`src/sv/rokg_pkg.sv`:
```
// Package for the random operation/key generator.
// Shared constants and types; used by the front end, back end, top level and testbench.
`default_nettype none
package rokg_pkg;

   localparam int unsigned STATE_W     = 31;
   localparam int unsigned DRAW_W      = 15;
   localparam int unsigned KEY_W       = 14;
   localparam int unsigned QUEUE_DEPTH = 4;
   localparam int unsigned QCNT_W      = $clog2(QUEUE_DEPTH + 1);
   localparam int unsigned DIV_CNT_W   = $clog2(DRAW_W);

   localparam logic [STATE_W-1:0] LCG_MUL     = 31'd1103515245;
   localparam logic [STATE_W-1:0] LCG_ADD     = 31'd12345;
   localparam logic [STATE_W-1:0] STATE_RESET = 31'd1;
   localparam logic [KEY_W-1:0]   RANGE_MIN   = 14'd10;
   localparam logic [KEY_W-1:0]   RANGE_RESET = 14'd100;
   localparam logic [16:0]        DRAW_SPAN   = 17'd32768;

   localparam logic REG_SEED  = 1'b0;
   localparam logic REG_RANGE = 1'b1;

   typedef struct packed {
      logic               seed_wr;
      logic [STATE_W-1:0] seed;
      logic [KEY_W-1:0]   key_range;
   } cfg_type;

   typedef enum logic [5:0] {
      ST_IDLE  = 6'b000001,
      ST_MUL   = 6'b000010,
      ST_ADD   = 6'b000100,
      ST_DIV   = 6'b001000,
      ST_CHECK = 6'b010000,
      ST_OUT   = 6'b100000
   } back_state_type;

endpackage
`default_nettype wire

```
`src/sv/rokg_front.sv`:
```
// Front end: accepts request transactions, drops idle ones, queues the rest.
// Depends on rokg_pkg.
`default_nettype none
module rokg_front (
   input  wire logic clock,
   input  wire logic reset,
   input  wire logic req_valid,
   output logic      req_ready,
   input  wire logic req_bit,
   output logic      tok_valid,
   input  wire logic tok_pop
);

   logic [rokg_pkg::QCNT_W-1:0] cnt_ff, cnt_in;
   logic                        push;

   assign req_ready = (cnt_ff < rokg_pkg::QCNT_W'(rokg_pkg::QUEUE_DEPTH));
   assign push      = req_valid & req_ready & req_bit;
   assign tok_valid = (cnt_ff != '0);

   always_comb begin
      cnt_in = cnt_ff;
      case ({push, tok_pop})
         2'b10:   cnt_in = cnt_ff + 1'b1;
         2'b01:   cnt_in = cnt_ff - 1'b1;
         default: cnt_in = cnt_ff;
      endcase
   end

   always_ff @(posedge clock) begin
      if (reset) begin
         cnt_ff <= '0;
      end else begin
         cnt_ff <= cnt_in;
      end
   end

endmodule
`default_nettype wire

```
`src/sv/rokg_back.sv`:
```
// Back end: LCG stepping, rejection test via serial remainder, result register.
// Depends on rokg_pkg.
`default_nettype none
module rokg_back (
   input  wire logic                          clock,
   input  wire logic                          reset,
   input  wire rokg_pkg::cfg_type             cfg,
   input  wire logic                          tok_valid,
   output logic                               tok_pop,
   output logic                               out_valid,
   input  wire logic                          out_ready,
   output logic                               out_op,
   output logic [rokg_pkg::KEY_W-1:0]         out_key
);

   rokg_pkg::back_state_type          st_ff, st_in;
   logic [rokg_pkg::STATE_W-1:0]      state_ff, state_in;
   logic [rokg_pkg::STATE_W-1:0]      prod_ff, prod_in;
   logic                              first_ff, first_in;
   logic                              op_ff, op_in;
   logic [rokg_pkg::DRAW_W-1:0]       draw_ff, draw_in;
   logic [rokg_pkg::DRAW_W-1:0]       shf_ff, shf_in;
   logic [rokg_pkg::KEY_W-1:0]        rem_ff, rem_in;
   logic [rokg_pkg::DIV_CNT_W-1:0]    cnt_ff, cnt_in;
   logic                              ov_ff, ov_in;
   logic                              oop_ff, oop_in;
   logic [rokg_pkg::KEY_W-1:0]        okey_ff, okey_in;
   logic [rokg_pkg::STATE_W-1:0]      next_state;
   logic [rokg_pkg::KEY_W:0]          trial;
   logic [16:0]                       span_end;
   logic                              reject;

   assign next_state = prod_ff + rokg_pkg::LCG_ADD;
   assign trial      = {rem_ff, shf_ff[rokg_pkg::DRAW_W-1]};
   assign span_end   = {2'b00, draw_ff} - {3'b000, rem_ff} + {3'b000, cfg.key_range};
   assign reject     = (span_end > rokg_pkg::DRAW_SPAN);

   assign tok_pop   = (st_ff == rokg_pkg::ST_IDLE) & tok_valid;
   assign out_valid = ov_ff;
   assign out_op    = oop_ff;
   assign out_key   = okey_ff;

   always_comb begin
      st_in    = st_ff;
      state_in = state_ff;
      prod_in  = prod_ff;
      first_in = first_ff;
      op_in    = op_ff;
      draw_in  = draw_ff;
      shf_in   = shf_ff;
      rem_in   = rem_ff;
      cnt_in   = cnt_ff;
      ov_in    = ov_ff & ~out_ready;
      oop_in   = oop_ff;
      okey_in  = okey_ff;
      case (st_ff)
         rokg_pkg::ST_IDLE: begin
            if (tok_valid) begin
               first_in = 1'b1;
               st_in    = rokg_pkg::ST_MUL;
            end
         end
         rokg_pkg::ST_MUL: begin
            prod_in = state_ff * rokg_pkg::LCG_MUL;
            st_in   = rokg_pkg::ST_ADD;
         end
         rokg_pkg::ST_ADD: begin
            state_in = next_state;
            if (first_ff) begin
               op_in    = next_state[16];
               first_in = 1'b0;
               st_in    = rokg_pkg::ST_MUL;
            end else begin
               draw_in = next_state[30:16];
               shf_in  = next_state[30:16];
               rem_in  = '0;
               cnt_in  = '0;
               st_in   = rokg_pkg::ST_DIV;
            end
         end
         rokg_pkg::ST_DIV: begin
            if (trial >= {1'b0, cfg.key_range}) begin
               rem_in = rokg_pkg::KEY_W'(trial - {1'b0, cfg.key_range});
            end else begin
               rem_in = trial[rokg_pkg::KEY_W-1:0];
            end
            shf_in = {shf_ff[rokg_pkg::DRAW_W-2:0], 1'b0};
            cnt_in = cnt_ff + 1'b1;
            if (cnt_ff == rokg_pkg::DIV_CNT_W'(rokg_pkg::DRAW_W - 1)) begin
               st_in = rokg_pkg::ST_CHECK;
            end
         end
         rokg_pkg::ST_CHECK: begin
            st_in = reject ? rokg_pkg::ST_MUL : rokg_pkg::ST_OUT;
         end
         rokg_pkg::ST_OUT: begin
            if (!ov_ff || out_ready) begin
               ov_in   = 1'b1;
               oop_in  = op_ff;
               okey_in = rem_ff + 1'b1;
               st_in   = rokg_pkg::ST_IDLE;
            end
         end
         default: begin
            st_in = rokg_pkg::ST_IDLE;
         end
      endcase
      if (cfg.seed_wr) begin
         state_in = cfg.seed;
      end
   end

   always_ff @(posedge clock) begin
      if (reset) begin
         st_ff    <= rokg_pkg::ST_IDLE;
         state_ff <= rokg_pkg::STATE_RESET;
         ov_ff    <= 1'b0;
         first_ff <= 1'b0;
         cnt_ff   <= '0;
      end else begin
         st_ff    <= st_in;
         state_ff <= state_in;
         ov_ff    <= ov_in;
         first_ff <= first_in;
         cnt_ff   <= cnt_in;
      end
   end

   always_ff @(posedge clock) begin
      prod_ff <= prod_in;
      op_ff   <= op_in;
      draw_ff <= draw_in;
      shf_ff  <= shf_in;
      rem_ff  <= rem_in;
      oop_ff  <= oop_in;
      okey_ff <= okey_in;
   end

endmodule
`default_nettype wire

```
`src/sv/random_op_key_generator_top.sv`:
```
// Top level of the random operation/key generator: CSR port, front and back ends.
// Depends on rokg_pkg, rokg_front, rokg_back.
//
// Each request transaction with request=1 yields one result: an operation bit and a
// key uniform on 1..key_range, drawn from the 31-bit ANSI C style LCG. Each item steps
// the generator once for the operation bit and once per key draw, each step a multiply
// and then an add; a bit-serial remainder unit reduces each 15-bit draw, and a rejected
// draw is replaced by a new one. Requests with request=0 are accepted and give no result.
// Up to 4 requests queue ahead of the back end, and a finished result waits in its
// output register without holding up the queue.
`default_nettype none
module random_op_key_generator_top #(
   parameter int unsigned RANGE_MAX = 10000
) (
   input  wire logic        clock,
   input  wire logic        reset,
   input  wire logic        req_tvalid,
   output logic             req_tready,
   input  wire logic [7:0]  req_tdata,    // [0] request
   output logic             rsp_tvalid,
   input  wire logic        rsp_tready,
   output logic [15:0]      rsp_tdata,    // [13:0] key_value
   output logic [0:0]       rsp_tuser,    // [0] op_kind
   input  wire logic        csr_psel,
   input  wire logic        csr_penable,
   input  wire logic        csr_pwrite,
   input  wire logic [2:0]  csr_paddr,
   input  wire logic [31:0] csr_pwdata,
   output logic [31:0]      csr_prdata,
   output logic             csr_pready
);

   localparam logic [15:0] RangeMax16 = 16'(RANGE_MAX);
   localparam logic [rokg_pkg::KEY_W-1:0] RangeResetClamped =
      (RANGE_MAX < 100) ? rokg_pkg::KEY_W'(RANGE_MAX) : rokg_pkg::RANGE_RESET;

   logic [31:0]                 seed_ff, seed_in;
   logic [rokg_pkg::KEY_W-1:0]  range_ff, range_in;
   logic [rokg_pkg::KEY_W-1:0]  wr_range;
   logic                        wr_en;
   rokg_pkg::cfg_type           cfg;
   logic                        tok_valid;
   logic                        tok_pop;
   logic                        out_op;
   logic [rokg_pkg::KEY_W-1:0]  out_key;

   assign csr_pready = 1'b1;
   assign wr_en      = csr_psel & csr_penable & csr_pwrite & csr_pready;

   always_comb begin
      wr_range = csr_pwdata[rokg_pkg::KEY_W-1:0];
      if (wr_range < rokg_pkg::RANGE_MIN) begin
         wr_range = rokg_pkg::RANGE_MIN;
      end else if ({2'b00, wr_range} > RangeMax16) begin
         wr_range = RangeMax16[rokg_pkg::KEY_W-1:0];
      end
   end

   always_comb begin
      seed_in  = seed_ff;
      range_in = range_ff;
      if (wr_en) begin
         case (csr_paddr[2])
            rokg_pkg::REG_SEED:  seed_in  = csr_pwdata;
            rokg_pkg::REG_RANGE: range_in = wr_range;
            default:             seed_in  = seed_ff;
         endcase
      end
   end

   always_comb begin
      case (csr_paddr[2])
         rokg_pkg::REG_SEED:  csr_prdata = seed_ff;
         rokg_pkg::REG_RANGE: csr_prdata = {18'd0, range_ff};
         default:             csr_prdata = '0;
      endcase
   end

   always_ff @(posedge clock) begin
      if (reset) begin
         seed_ff  <= 32'd1;
         range_ff <= RangeResetClamped;
      end else begin
         seed_ff  <= seed_in;
         range_ff <= range_in;
      end
   end

   assign cfg.seed_wr   = wr_en & (csr_paddr[2] == rokg_pkg::REG_SEED);
   assign cfg.seed      = csr_pwdata[rokg_pkg::STATE_W-1:0];
   assign cfg.key_range = range_ff;

   rokg_front u_front (
      .clock     (clock),
      .reset     (reset),
      .req_valid (req_tvalid),
      .req_ready (req_tready),
      .req_bit   (req_tdata[0]),
      .tok_valid (tok_valid),
      .tok_pop   (tok_pop)
   );

   rokg_back u_back (
      .clock     (clock),
      .reset     (reset),
      .cfg       (cfg),
      .tok_valid (tok_valid),
      .tok_pop   (tok_pop),
      .out_valid (rsp_tvalid),
      .out_ready (rsp_tready),
      .out_op    (out_op),
      .out_key   (out_key)
   );

   assign rsp_tdata = {2'b00, out_key};
   assign rsp_tuser = out_op;

endmodule
`default_nettype wire

```
`config.mk`:
```
export PLATFORM = sky130hd
export DESIGN_NAME = random_op_key_generator_top
export DESIGN_NICKNAME = d
export VERILOG_FILES = /design/src/sv/rokg_pkg.sv /design/src/sv/rokg_front.sv /design/src/sv/rokg_back.sv /design/src/sv/random_op_key_generator_top.sv
export SDC_FILE = /design/constraint.sdc
export NUM_CORES = 1
export LEC_CHECK = 0
export ABC_AREA = 1
export BUFFER_PORTS_ARGS = -buffer_cell sky130_fd_sc_hd__buf_2
export CAP_MARGIN = 20
export CORE_MARGIN = 1
export CORE_UTILIZATION = 55
export DETAILED_ROUTE_END_ITERATION = 7
export PLACE_DENSITY = 0.84
export SYNTH_ARGS = -nofsm -noshare
export SYNTH_HDL_FRONTEND = slang
export SYNTH_SLANG_ARGS = --single-unit
```
`constraint.sdc`:
```
create_clock -name clock -period 7 [get_ports clock]
set_input_delay 1.4 -clock clock [delete_from_list [all_inputs] [get_ports clock]]
set_output_delay 1.4 -clock clock [all_outputs]
set_load 0.02 [all_outputs]
```
==> run_results.csv, run 1 <==
group,metric,value,unit
floorplan,io_pins,102,
critical_path,r2r_slack,0.24,ns
floorplan,die_w,183.2,microns
timing,hold_viol_final,0,
grt,antenna_found_initial,0,
critical_path,critPathRequiredTime,7.20,ns
yosys,syn_avg_cell_area,8.590,sq um
finish,area_growth,8.817,%
critical_path,rr_worst_depth,24,
critical_path,crit_path_end_kind,"flop",
power,clock_power_share,26.6,%
critical_path,timing.rr.start,"u_back.state_ff[6]",
yosys,synth_edf_count,91,
clocking,clkTransAtPathRegs,0.08,ns
placed_design,port_buffers,89,
drt,num_vias,14490,
power,p_sw,1446,uW
critical_path,worstReg2RegEnd,"u_back.prod_ff[27]",
yosys,synthArstFlopShare,0,%
timing,worst_slew_pin_slew,0.8862,ns
yosys,synth_area_leaders,"fa_1 (20%), edfxtp_1 (15%), ha_1 (15%), dfxtp_1 (10%), inv_1 (9.7%)",
critical_path,cp_max_fo,5,
placed_design,placed_cells,2610,
clocking,cts_hold_buf,0,
critical_path,critPathKind,"flop to flop",
drt,wl,48.04,mm
clocking,post_cts.repair.setup_buffers,0,
job,drv.max_cap_violation_count,0,
yosys,synthCells,2103,
timing,fmax,0.1479,GHz
clocking,post_cts_resized,0,
clocking,clock_latency,0.45,ns
critical_path,start_kind,"flop",
power,internal-power,2302,uW
drt,ant_nets,0,
hold_path,min_path_cells,0,
drt,drc,0,
power,p_comb_share,39.3,%
clocking,cts_made_buffers,17,
drt,drt_iter0_markers,1244,
placed_design,gp_congestion,0.9939,
hold_path,hold_path_end,"u_back.out_op",
finish,multi_input_area,11570,sq um
yosys,synth.distinct_cells,58,
floorplan,rows,65,
yosys,yosys.area.top_type,"fa_1",
power,swShare,38.57,%
power,power_leakage,0.009631,uW
yosys,synthFlopType,"dfxtp_1",
timing,maxSlewViolCount,0,
grt,grt_pass1_wl,76.61,mm
finish,fill_cells,2627,
grt,grt_pass1_vias,14920,
drt,avgViaCountPerCell,5.483,
yosys,ys_seq_area_share,25.32,%
hold_path,hold_class,"flop to flop",
drt,wl_per_cell,18.18,microns
power,pwr-share-seq,34.1,%
grt,grt_max_degree,82,
timing,fin_crit,6.763,ns
finish,antenna_cells,0,
floorplan,core_area,31960,sq um
yosys,synth_top_cell_area_share,19.95,%
timing,setup_violations,0,
clocking,cts.sinks,183,
clocking,cts_tree,"built",
placed_design,dp_hpwl,39.45,mm
status,status,"finished clean",
timing,fin_skew,0.01630,ns
yosys,synthesis.area,18060,sq um
timing,timing.setup.tns,0,ns
timing,slew_headroom,40.92,%
drt,dr.pass1.iters,6,
power,cellPowerDensity,190.7,nW/um^2
timing,rsz0062_at_grt,"false",
floorplan,dieArea,33570,sq um
finish,ff_latch_area,4574,sq um
hold_path,worstHoldStart,"u_back.op_ff",
timing,finalCritPeriodShare,96.61,%
finish,drive_above_1_share,8.881,%
floorplan,initial_core_util,56.52,%
finish,stdcell_count,2642,
clocking,cts-root-buf,"clkbuf_16",
clocking,cts_buffer_depth,2,
grt,grt_usage,29.95,%
yosys,synth_seq_cells,183,
clocking,ctsHtreeMaxLevel,4,
critical_path,worstPathArrival,6.96,ns
power,vdd_drop_max,0.0001827,V
grt,overflow,0,
yosys,yosys_warnings,0,
floorplan,die_h,183.2,microns
finish,finalNetCount,2641,
metal layers:
| layer | GRT usage [%] | up-vias | part of all wire, % |
|---|---|---|---|
| li1 | - | 6781 | - |
| met1 | 37.26 | 6861 | 39 |
| met2 | 48.81 | 698 | 46 |
| met3 | 6.056 | 145 | 9.2 |
| met4 | 16.63 | 0 | 5.8 |
| met5 | 0 | - | 0 |
cell usage after synthesis, types with 4 or more instances:
cell type  number
nor4_1          7
nor2_2         10
nor3_1         19
o21ai_1         6
a21o_1          6
edfxtp_1       91
nand4_1        14
ha_1          216
inv_1         465
nand2_2        13
xor2_1         71
a31oi_1        31
clkbuf_1       25
nand3_1        63
nand2_1       383
nor2_1        119
or2_2           7
o21ai_0        50
buf_2           4
fa_1          180
nand3b_1        4
a21oi_1       122
dfxtp_1        92
o211ai_1        5
xnor2_1        47
registers in the layout (all words and copies together), names as in the netlist:
register and cells:
u_back.st_ff 6, u_back.op_ff 1, seed_ff 32, u_back.cnt_ff 4, u_back.out_valid 1, u_back.shf_ff 15
u_back.out_op 1, range_ff 14, u_back.prod_ff 31, u_back.rem_ff 14, u_back.first_ff 1, u_front.cnt_ff 3
u_back.draw_ff 15, u_back.state_ff 31, u_back.out_key 14
layout by cell type (no fill, tap or decap), drive strengths merged, types with 50 or more instances in the layout:
| cell type | count |
|---|---|
| nand2 | 397 |
| fa | 180 |
| buf | 107 |
| xor2 | 71 |
| nand3 | 64 |
| edfxtp | 91 |
| nor2 | 131 |
| dfxtp | 92 |
| a21oi | 124 |
| ha | 216 |
| xnor2 | 50 |
| o21ai | 59 |
| inv | 472 |
worst max-delay path by stage:
stage,cells past startpoint,startpoint,end
2_1_floorplan,24,u_back.state_ff[6],u_back.prod_ff[27]
3_3_place_gp,24,u_back.state_ff[6],u_back.prod_ff[27]
3_5_place_dp,24,u_back.state_ff[6],u_back.prod_ff[27]
4_1_cts,24,u_back.state_ff[6],u_back.prod_ff[27]
5_1_grt,24,u_back.state_ff[6],u_back.prod_ff[27]
6_report,24,u_back.state_ff[6],u_back.prod_ff[27]
layout make-up:
class                   count  share of cell area, %
multi-input cells        1416                  58.86
clock inverters            14                 0.8656
clock buffers              17                  2.164
flip-flops and latches    183                  23.27
well taps                 435                  2.769
repair buffers            107                  3.093
inverters                 470                  8.975
worst max-delay path, cell delays in order (launching register included):
cell and delay, ns:
dfxtp_1 0.34, ha_1 0.39, xor2_1 0.23, ha_1 0.21
or2_2 0.31, fa_1 0.55, inv_1 0.06, fa_1 0.56
inv_1 0.06, fa_1 0.51, inv_1 0.06, fa_1 0.48
fa_1 0.53, fa_1 0.55, inv_1 0.04, ha_1 0.36
a21oi_1 0.22, o221ai_1 0.19, a21oi_2 0.21, nor2_1 0.06
nor2_1 0.17, o21ai_1 0.13, nand2_1 0.09, nand2_1 0.06
xor2_1 0.14
power groups by stage:
stage / Sequential [uW] / Combinational, uW / Clock (uW)
finish: 1280 / 1470 / 998
global route: 1280 / 1670 / 1040
CTS: 1270 / 1470 / 1000
detailed placement: 1300 / 1440 / 0
global placement: 1300 / 1390 / 0
floorplan: 1280 / 1060 / 0
logic make-up after synthesis:
logic type	count (synthesis)	share of synthesized area (%)
AND/OR/NAND/NOR	652	15.32
buffers and inverters	505	10.71
XOR/XNOR	121	5.991
adder cells (fa/ha/maj)	396	34.91
flip-flops	183	25.32
AO/OA/AOI/OAI	244	7.702
other	2	0.04157
metrics by stage:
step                total power, uW  hold slack, ns  cell area (sq um)  setup slack [ns]  util (%)
global route                   3997          0.4521              19660           0.01310     61.50
detailed placement             2739          0.4285              19040            0.2778     59.58
global placement               2688          0.4035              19020            0.3866     59.50
finish                         3748          0.4404              19660            0.2372     61.50
CTS                            3743          0.4444              19640            0.2312     61.44
floorplan                      2339          0.4003              18070            0.6413         -
(Power assumes the default switching activity.)
==> run 2: changes to the inputs <==
--- a/config.mk
+++ b/config.mk
@@ -11,6 +11,7 @@
 export CORE_MARGIN = 1
 export CORE_UTILIZATION = 55
 export DETAILED_ROUTE_END_ITERATION = 7
+export MAX_ROUTING_LAYER = met4
 export PLACE_DENSITY = 0.84
 export SYNTH_ARGS = -nofsm -noshare
 export SYNTH_HDL_FRONTEND = slang
==> run 2 against run 1 <==
Compared with the run above:
- setup slack gained 0.060 ns
- combinational power about the same
- critical path depth is the same
- final cell count barely moved
- flip-flop and latch count did not move
- wire length is 1.8% higher
- clock skew is essentially flat
- maximum frequency is 0.90% higher
- via count rose by 0.55%
- first-iteration DRC count shrank 2.8%
- largest cell class unchanged
==> run_results.csv, run 2 (synthesized netlist as in run 1, its figures left out) <==
group,metric,value,unit
finish,antenna_cells,0,
clocking,clock_latency,0.46,ns
drt,ant_nets,0,
clocking,cts.sinks,183,
critical_path,crit_path_end_kind,"flop",
drt,num_vias,14560,
floorplan,rows,65,
critical_path,rr_worst_depth,24,
timing,maxSlewViolCount,0,
timing,rsz0062_at_grt,"false",
placed_design,gp_congestion,0.9926,
finish,top_register,"seed_ff",
critical_path,critPathRequiredTime,7.22,ns
grt,grt_pass1_wl,78.42,mm
floorplan,dieArea,33570,sq um
floorplan,core_area,31960,sq um
timing,fmax,0.1492,GHz
critical_path,worstReg2RegEnd,"u_back.prod_ff[27]",
critical_path,start_kind,"flop",
timing,fin_crit,6.703,ns
timing,setup_violations,0,
critical_path,critPathKind,"flop to flop",
finish,largest_register_ff_count,32,
drt,drc,0,
finish,final_cell_mix,"inv_1 (465), nand2_1 (383), ha_1 (216), fa_1 (180), a21oi_1 (121)",
finish,finalNetCount,2641,
finish,reg.largest.list,"seed_ff x32, u_back.prod_ff x31, u_back.state_ff x31",
timing,fin_ws,0.2973,ns
timing,hold_viol_final,0,
critical_path,timing.rr.start,"u_back.state_ff[6]",
power,cellPowerDensity,190.6,nW/um^2
floorplan,io_pins,102,
grt,grt_max_degree,82,
clocking,cts_tree,"built",
placed_design,dp_hpwl,39.77,mm
critical_path,cp_max_fo,7,
hold_path,hold_path_end,"u_back.out_op",
finish,area_growth,8.762,%
hold_path,worstHoldStart,"u_back.op_ff",
drt,wl,48.91,mm
placed_design,dp_slack,0.1905,ns
critical_path,worstPathArrival,6.92,ns
timing,timing.setup.tns,0,ns
floorplan,die_w,183.2,microns
clocking,cts_buffer_depth,2,
timing,worst_slew_pin_slew,0.9006,ns
status,status,"finished clean",
finish,final_common_cell,"inv_1",
critical_path,r2r_slack,0.30,ns
grt,grt_usage,31.74,%
power,power_leakage,0.009640,uW
finish,stdcell_area,19650,sq um
power,vdd_drop_max,0.0001715,V
hold_path,min_path_cells,0,
clocking,cts_made_buffers,17,
grt,grt_pass1_vias,15040,
timing,slew_headroom,39.96,%
timing,fin_skew,0.01598,ns
clocking,ctsHtreeMaxLevel,4,
finish,drive_above_1_share,8.967,%
floorplan,initial_core_util,56.52,%
drt,wl_per_cell,18.51,microns
clocking,cts_hold_buf,0,
floorplan,die_h,183.2,microns
hold_path,hold_class,"flop to flop",
clocking,cts-root-buf,"clkbuf_16",
placed_design,port_buffers,89,
grt,antenna_found_initial,0,
placed_design,placed_area,19040,sq um
drt,dr.pass1.iters,6,
drt,avgViaCountPerCell,5.510,
drt,drt_iter0_markers,1209,
job,drv.max_cap_violation_count,0,
clocking,clkTransAtPathRegs,0.08,ns
grt,overflow,0,
finish,fin_util,61.47,%
timing,finalCritPeriodShare,95.75,%
run 2: final cells by class:
cell class	count	area, sq um
timing repair buffer	107	608.1
fill	2619	12310
clock inverter	13	127.6
sequential	183	4578
clock buffer	19	454.2
tap	435	544.3
inverter	470	1764
multi-input combinational	1416	11570
run 2: critical path, stage by stage, from the launching register on:
cell and delay, ns:
dfxtp_4 0.39, ha_1 0.38, xor2_1 0.22, ha_1 0.21, or2_2 0.32, fa_1 0.54
inv_1 0.07, fa_1 0.54, inv_1 0.06, fa_1 0.51, inv_1 0.06, fa_1 0.47
fa_1 0.53, fa_1 0.55, inv_1 0.05, ha_1 0.36, a21oi_1 0.21, o221ai_1 0.17
a21oi_2 0.19, nor2_1 0.06, nor2_1 0.16, o21ai_1 0.13, nand2_1 0.09, nand2_1 0.06
xor2_1 0.14
run 2: stage by stage:
| step | cells | hold WS (ns) | total power, uW |
|---|---|---|---|
| 2_1_floorplan | 2104 | 0.4003 | 2339 |
| 3_5_place_dp | 2610 | 0.4277 | 2745 |
| 6_report | 2643 | 0.4470 | 3745 |
| 3_3_place_gp | 2609 | 0.4034 | 2688 |
| 4_1_cts | 2642 | 0.4445 | 3735 |
| 5_1_grt | 2643 | 0.4549 | 3981 |
run 2: per-layer routing:
metal / global-route usage [%] / share of wire, %
met1: 38.04 / 40
met2: 51.36 / 47
met3: 5.858 / 8.4
met4: 15.97 / 5.2
met5: - / 0
run 2: repair_timing:
item                                    CTS  global route
endpoints found under the setup margin    0             4
gates resized for setup                   0             3
setup buffers                             0             0
endpoints found under the hold margin     0             0
run 2: how the worst max path moves through the flow:
stage	start	to	slack (ns)
after floorplan	u_back.state_ff[6]	u_back.prod_ff[27]	0.64
after global placement	u_back.state_ff[6]	u_back.prod_ff[27]	0.23
after detailed placement	u_back.state_ff[6]	u_back.prod_ff[27]	0.19
after CTS	u_back.state_ff[6]	u_back.prod_ff[27]	0.12
after global routing	u_back.state_ff[6]	u_back.prod_ff[27]	0.01
final	u_back.state_ff[6]	u_back.prod_ff[27]	0.30
run 2: where the power goes:
part | total, uW | internal [uW] | switching (uW)
Clock | 981 | 507 | 475
Sequential | 1280 | 1220 | 54.3
Combinational | 1490 | 546 | 941
Total | 3740 | 2280 | 1470
==> run 3: changes to the inputs <==
--- a/config.mk
+++ b/config.mk
@@ -15,4 +15,5 @@
 export PLACE_DENSITY = 0.84
 export SYNTH_ARGS = -nofsm -noshare
 export SYNTH_HDL_FRONTEND = slang
+export SYNTH_HIERARCHICAL = 1
 export SYNTH_SLANG_ARGS = --single-unit
==> run 3 against run 2 <==
Compared with the run above:
- via count rose by 2.4%
- largest cell class unchanged
- critical path type unchanged
- sequential power barely moved
- flip-flop and latch count did not move
- setup slack improved by 0.014 ns
==> run_results.csv, run 3 <==
group,metric,value,unit
floorplan,die_w,184.4,microns
power,cellPowerDensity,197.6,nW/um^2
yosys,synth_top_cell_area_share,19.47,%
yosys,yosys_warnings,6,
critical_path,critPathKind,"flop to flop",
drt,wl_per_cell,18.04,microns
finish,reg.largest.list,"seed_ff x32, u_back/prod_ff x31, u_back/state_ff x31",
floorplan,io_pins,102,
yosys,synth_seq_cells,183,
critical_path,crit_top_cell,"inv_1",
finish,final_common_cell,"inv_1",
critical_path,cp_max_fo,8,
grt,grt_pass1_wl,77.42,mm
yosys,synth_common_cells,"inv_1 (493), nand2_1 (380), ha_1 (218)",
placed_design,port_buffers,89,
floorplan,die_h,184.4,microns
clocking,ctsHtreeMaxLevel,4,
critical_path,start_kind,"flop",
drt,drc,0,
critical_path,cp.depth,23,
yosys,synthArstFlopShare,0,%
finish,drive_above_1_share,8.348,%
finish,top_register,"seed_ff",
floorplan,rows,66,
yosys,synth_most_common_cell,"inv_1",
timing,worst_slew_pin_slew,1.007,ns
grt,antenna_found_initial,0,
floorplan,core_area,32620,sq um
grt,overflow,0,
timing,rsz0062_at_grt,"false",
yosys,syn_avg_cell_area,8.453,sq um
clocking,clkTransAtPathRegs,0.08,ns
power,power_leakage,0.009997,uW
critical_path,worstPathArrival,6.90,ns
grt,grt_usage,30.87,%
timing,slew_headroom,32.35,%
hold_path,worstHoldStart,"u_back/op_ff",
timing,timing.setup.tns,0,ns
hold_path,hold_class,"flop to flop",
yosys,synthCells,2165,
clocking,post_cts_resized,0,
timing,fin_crit,6.688,ns
clocking,cts_tree,"built",
placed_design,gp_congestion,1.014,
finish,stdcell_area,19900,sq um
yosys,synth_edf_count,91,
finish,finalNetCount,2697,
yosys,synthesis.area,18300,sq um
critical_path,r2r_slack,0.31,ns
finish,final_cell_mix,"inv_1 (493), nand2_1 (380), ha_1 (218), fa_1 (178), a21oi_1 (127)",
clocking,cts_buffer_depth,2,
status,status,"finished clean",
placed_design,dp_hpwl,39.15,mm
critical_path,critPathRequiredTime,7.21,ns
yosys,synth.distinct_cells,52,
clocking,cts_hold_buf,0,
finish,area_growth,8.751,%
power,vdd_drop_max,0.0001584,V
critical_path,cpPeakStageDelay,0.70,ns
yosys,synth_area_leaders,"fa_1 (19%), edfxtp_1 (15%), ha_1 (15%), inv_1 (10%), dfxtp_1 (10%)",
clocking,cts.sinks,183,
drt,num_vias,14910,
yosys,ys_seq_area_share,24.99,%
timing,fmax,0.1495,GHz
timing,hold_viol_final,0,
drt,wl,48.85,mm
timing,maxSlewViolCount,0,
clocking,cts_made_buffers,17,
grt,grt_max_degree,57,
critical_path,cp-startpoint,"u_back/state_ff[2]",
finish,largest_register_ff_count,32,
job,drv.max_cap_violation_count,0,
timing,setup_violations,0,
timing,finalHoldWorstSlack,0.4522,ns
critical_path,worstReg2RegEnd,"u_back/prod_ff[30]",
grt,grt_pass1_vias,14720,
timing,fin_skew,0.01531,ns
floorplan,dieArea,34010,sq um
drt,drt_iter0_markers,1260,
critical_path,rr_worst_depth,23,
drt,avgViaCountPerCell,5.507,
critical_path,critPathTopFamily,"adder cells",
critical_path,critPathBufInv,7,
yosys,synthFlopType,"dfxtp_1",
yosys,yosys.area.top_type,"fa_1",
placed_design,placed_area,19250,sq um
timing,finalCritPeriodShare,95.55,%
clocking,cts-root-buf,"clkbuf_16",
hold_path,min_path_cells,0,
drt,ant_nets,0,
critical_path,timing.rr.start,"u_back/state_ff[2]",
floorplan,initial_core_util,56.11,%
critical_path,worstPathCellList,"inv_1, fa_1, inv_1, ha_1, ha_1, fa_1, inv_1, fa_1, inv_1, fa_1, fa_1, inv_1, fa_1, inv_1, ha_1, nand2_1, nor3_1, a211oi_1, o21ai_0, a21oi_1, inv_1, nand2_1, nand2_1",
clocking,post_cts.repair.setup_buffers,0,
drt,dr.pass1.iters,6,
finish,fill_cells,2629,
critical_path,slowest_stage,"dfxtp_1",
clocking,clock_latency,0.45,ns
critical_path,crit_end,"u_back/prod_ff[30]",
critical_path,crit_path_end_kind,"flop",
run 3: final cells by class:
| class | count | area [sq um] | area share, % |
|---|---|---|---|
| well taps | 442 | 553.0 | 2.779 |
| diodes | 1 | 2.502 | 0.01257 |
| repair buffers | 108 | 608.1 | 3.055 |
| clock inverters | 15 | 166.4 | 0.8361 |
| clock buffers | 17 | 425.4 | 2.137 |
| inverters | 500 | 1891 | 9.499 |
| multi-input cells | 1441 | 11680 | 58.69 |
| flip-flops and latches | 183 | 4576 | 22.99 |
run 3: worst min path at each step:
stage | endpoint | slack (ns)
2_1_floorplan | u_back/out_op | 0.40
3_3_place_gp | seed_ff[16] | 0.44
3_5_place_dp | u_back/out_op | 0.43
4_1_cts | u_back/out_op | 0.45
5_1_grt | u_back/out_op | 0.47
6_report | u_back/out_op | 0.45
run 3: logic make-up after synthesis:
| logic type | Yosys count | share of synthesized area (%) |
|---|---|---|
| other | 2 | 0.04104 |
| AO/OA/AOI/OAI | 277 | 8.341 |
| adder cells (fa/ha/maj) | 396 | 34.37 |
| flip-flops | 183 | 24.99 |
| AND/OR/NAND/NOR | 647 | 15.10 |
| XOR/XNOR | 118 | 5.688 |
| buffers and inverters | 542 | 11.47 |
run 3: metal layers:
metal  routed length (microns)  GRT usage [%]  vias to the layer above
li1                          -              -                     6981
met1                     19780          38.77                     7047
met2                     22210          47.94                      758
met3                      4816          6.975                      122
met4                      2041          12.97                        0
met5                         0              -                        -
run 3: stage by stage:
step | setup WS (ns) | instances | utilization, % | total power (uW)
after global routing | 0.001482 | 2706 | 61.01 | 4211
after detailed placement | 0.2977 | 2673 | 59.01 | 2910
final | 0.3117 | 2707 | 61.02 | 3933
after floorplan | 0.8582 | 2166 | - | 2475
after global placement | 0.3563 | 2673 | 59.01 | 2862
after CTS | 0.2197 | 2705 | 60.82 | 3930
run 3: worst reg2reg max path: cells and delay by family, from the launching register on:
kind	cells	cell delay [ns]
adders and majority gates	9	4.01
AOI/OAI and AO/OA	3	0.74
and+or+nand+nor	4	0.34
DFF	1	0.70
buffers and inverters	7	0.69
run 3: report_power, final:
group / total, uW / internal [uW] / switching [uW]
Sequential: 1290 / 1230 / 59.4
Clock: 996 / 484 / 512
Combinational: 1640 / 600 / 1040
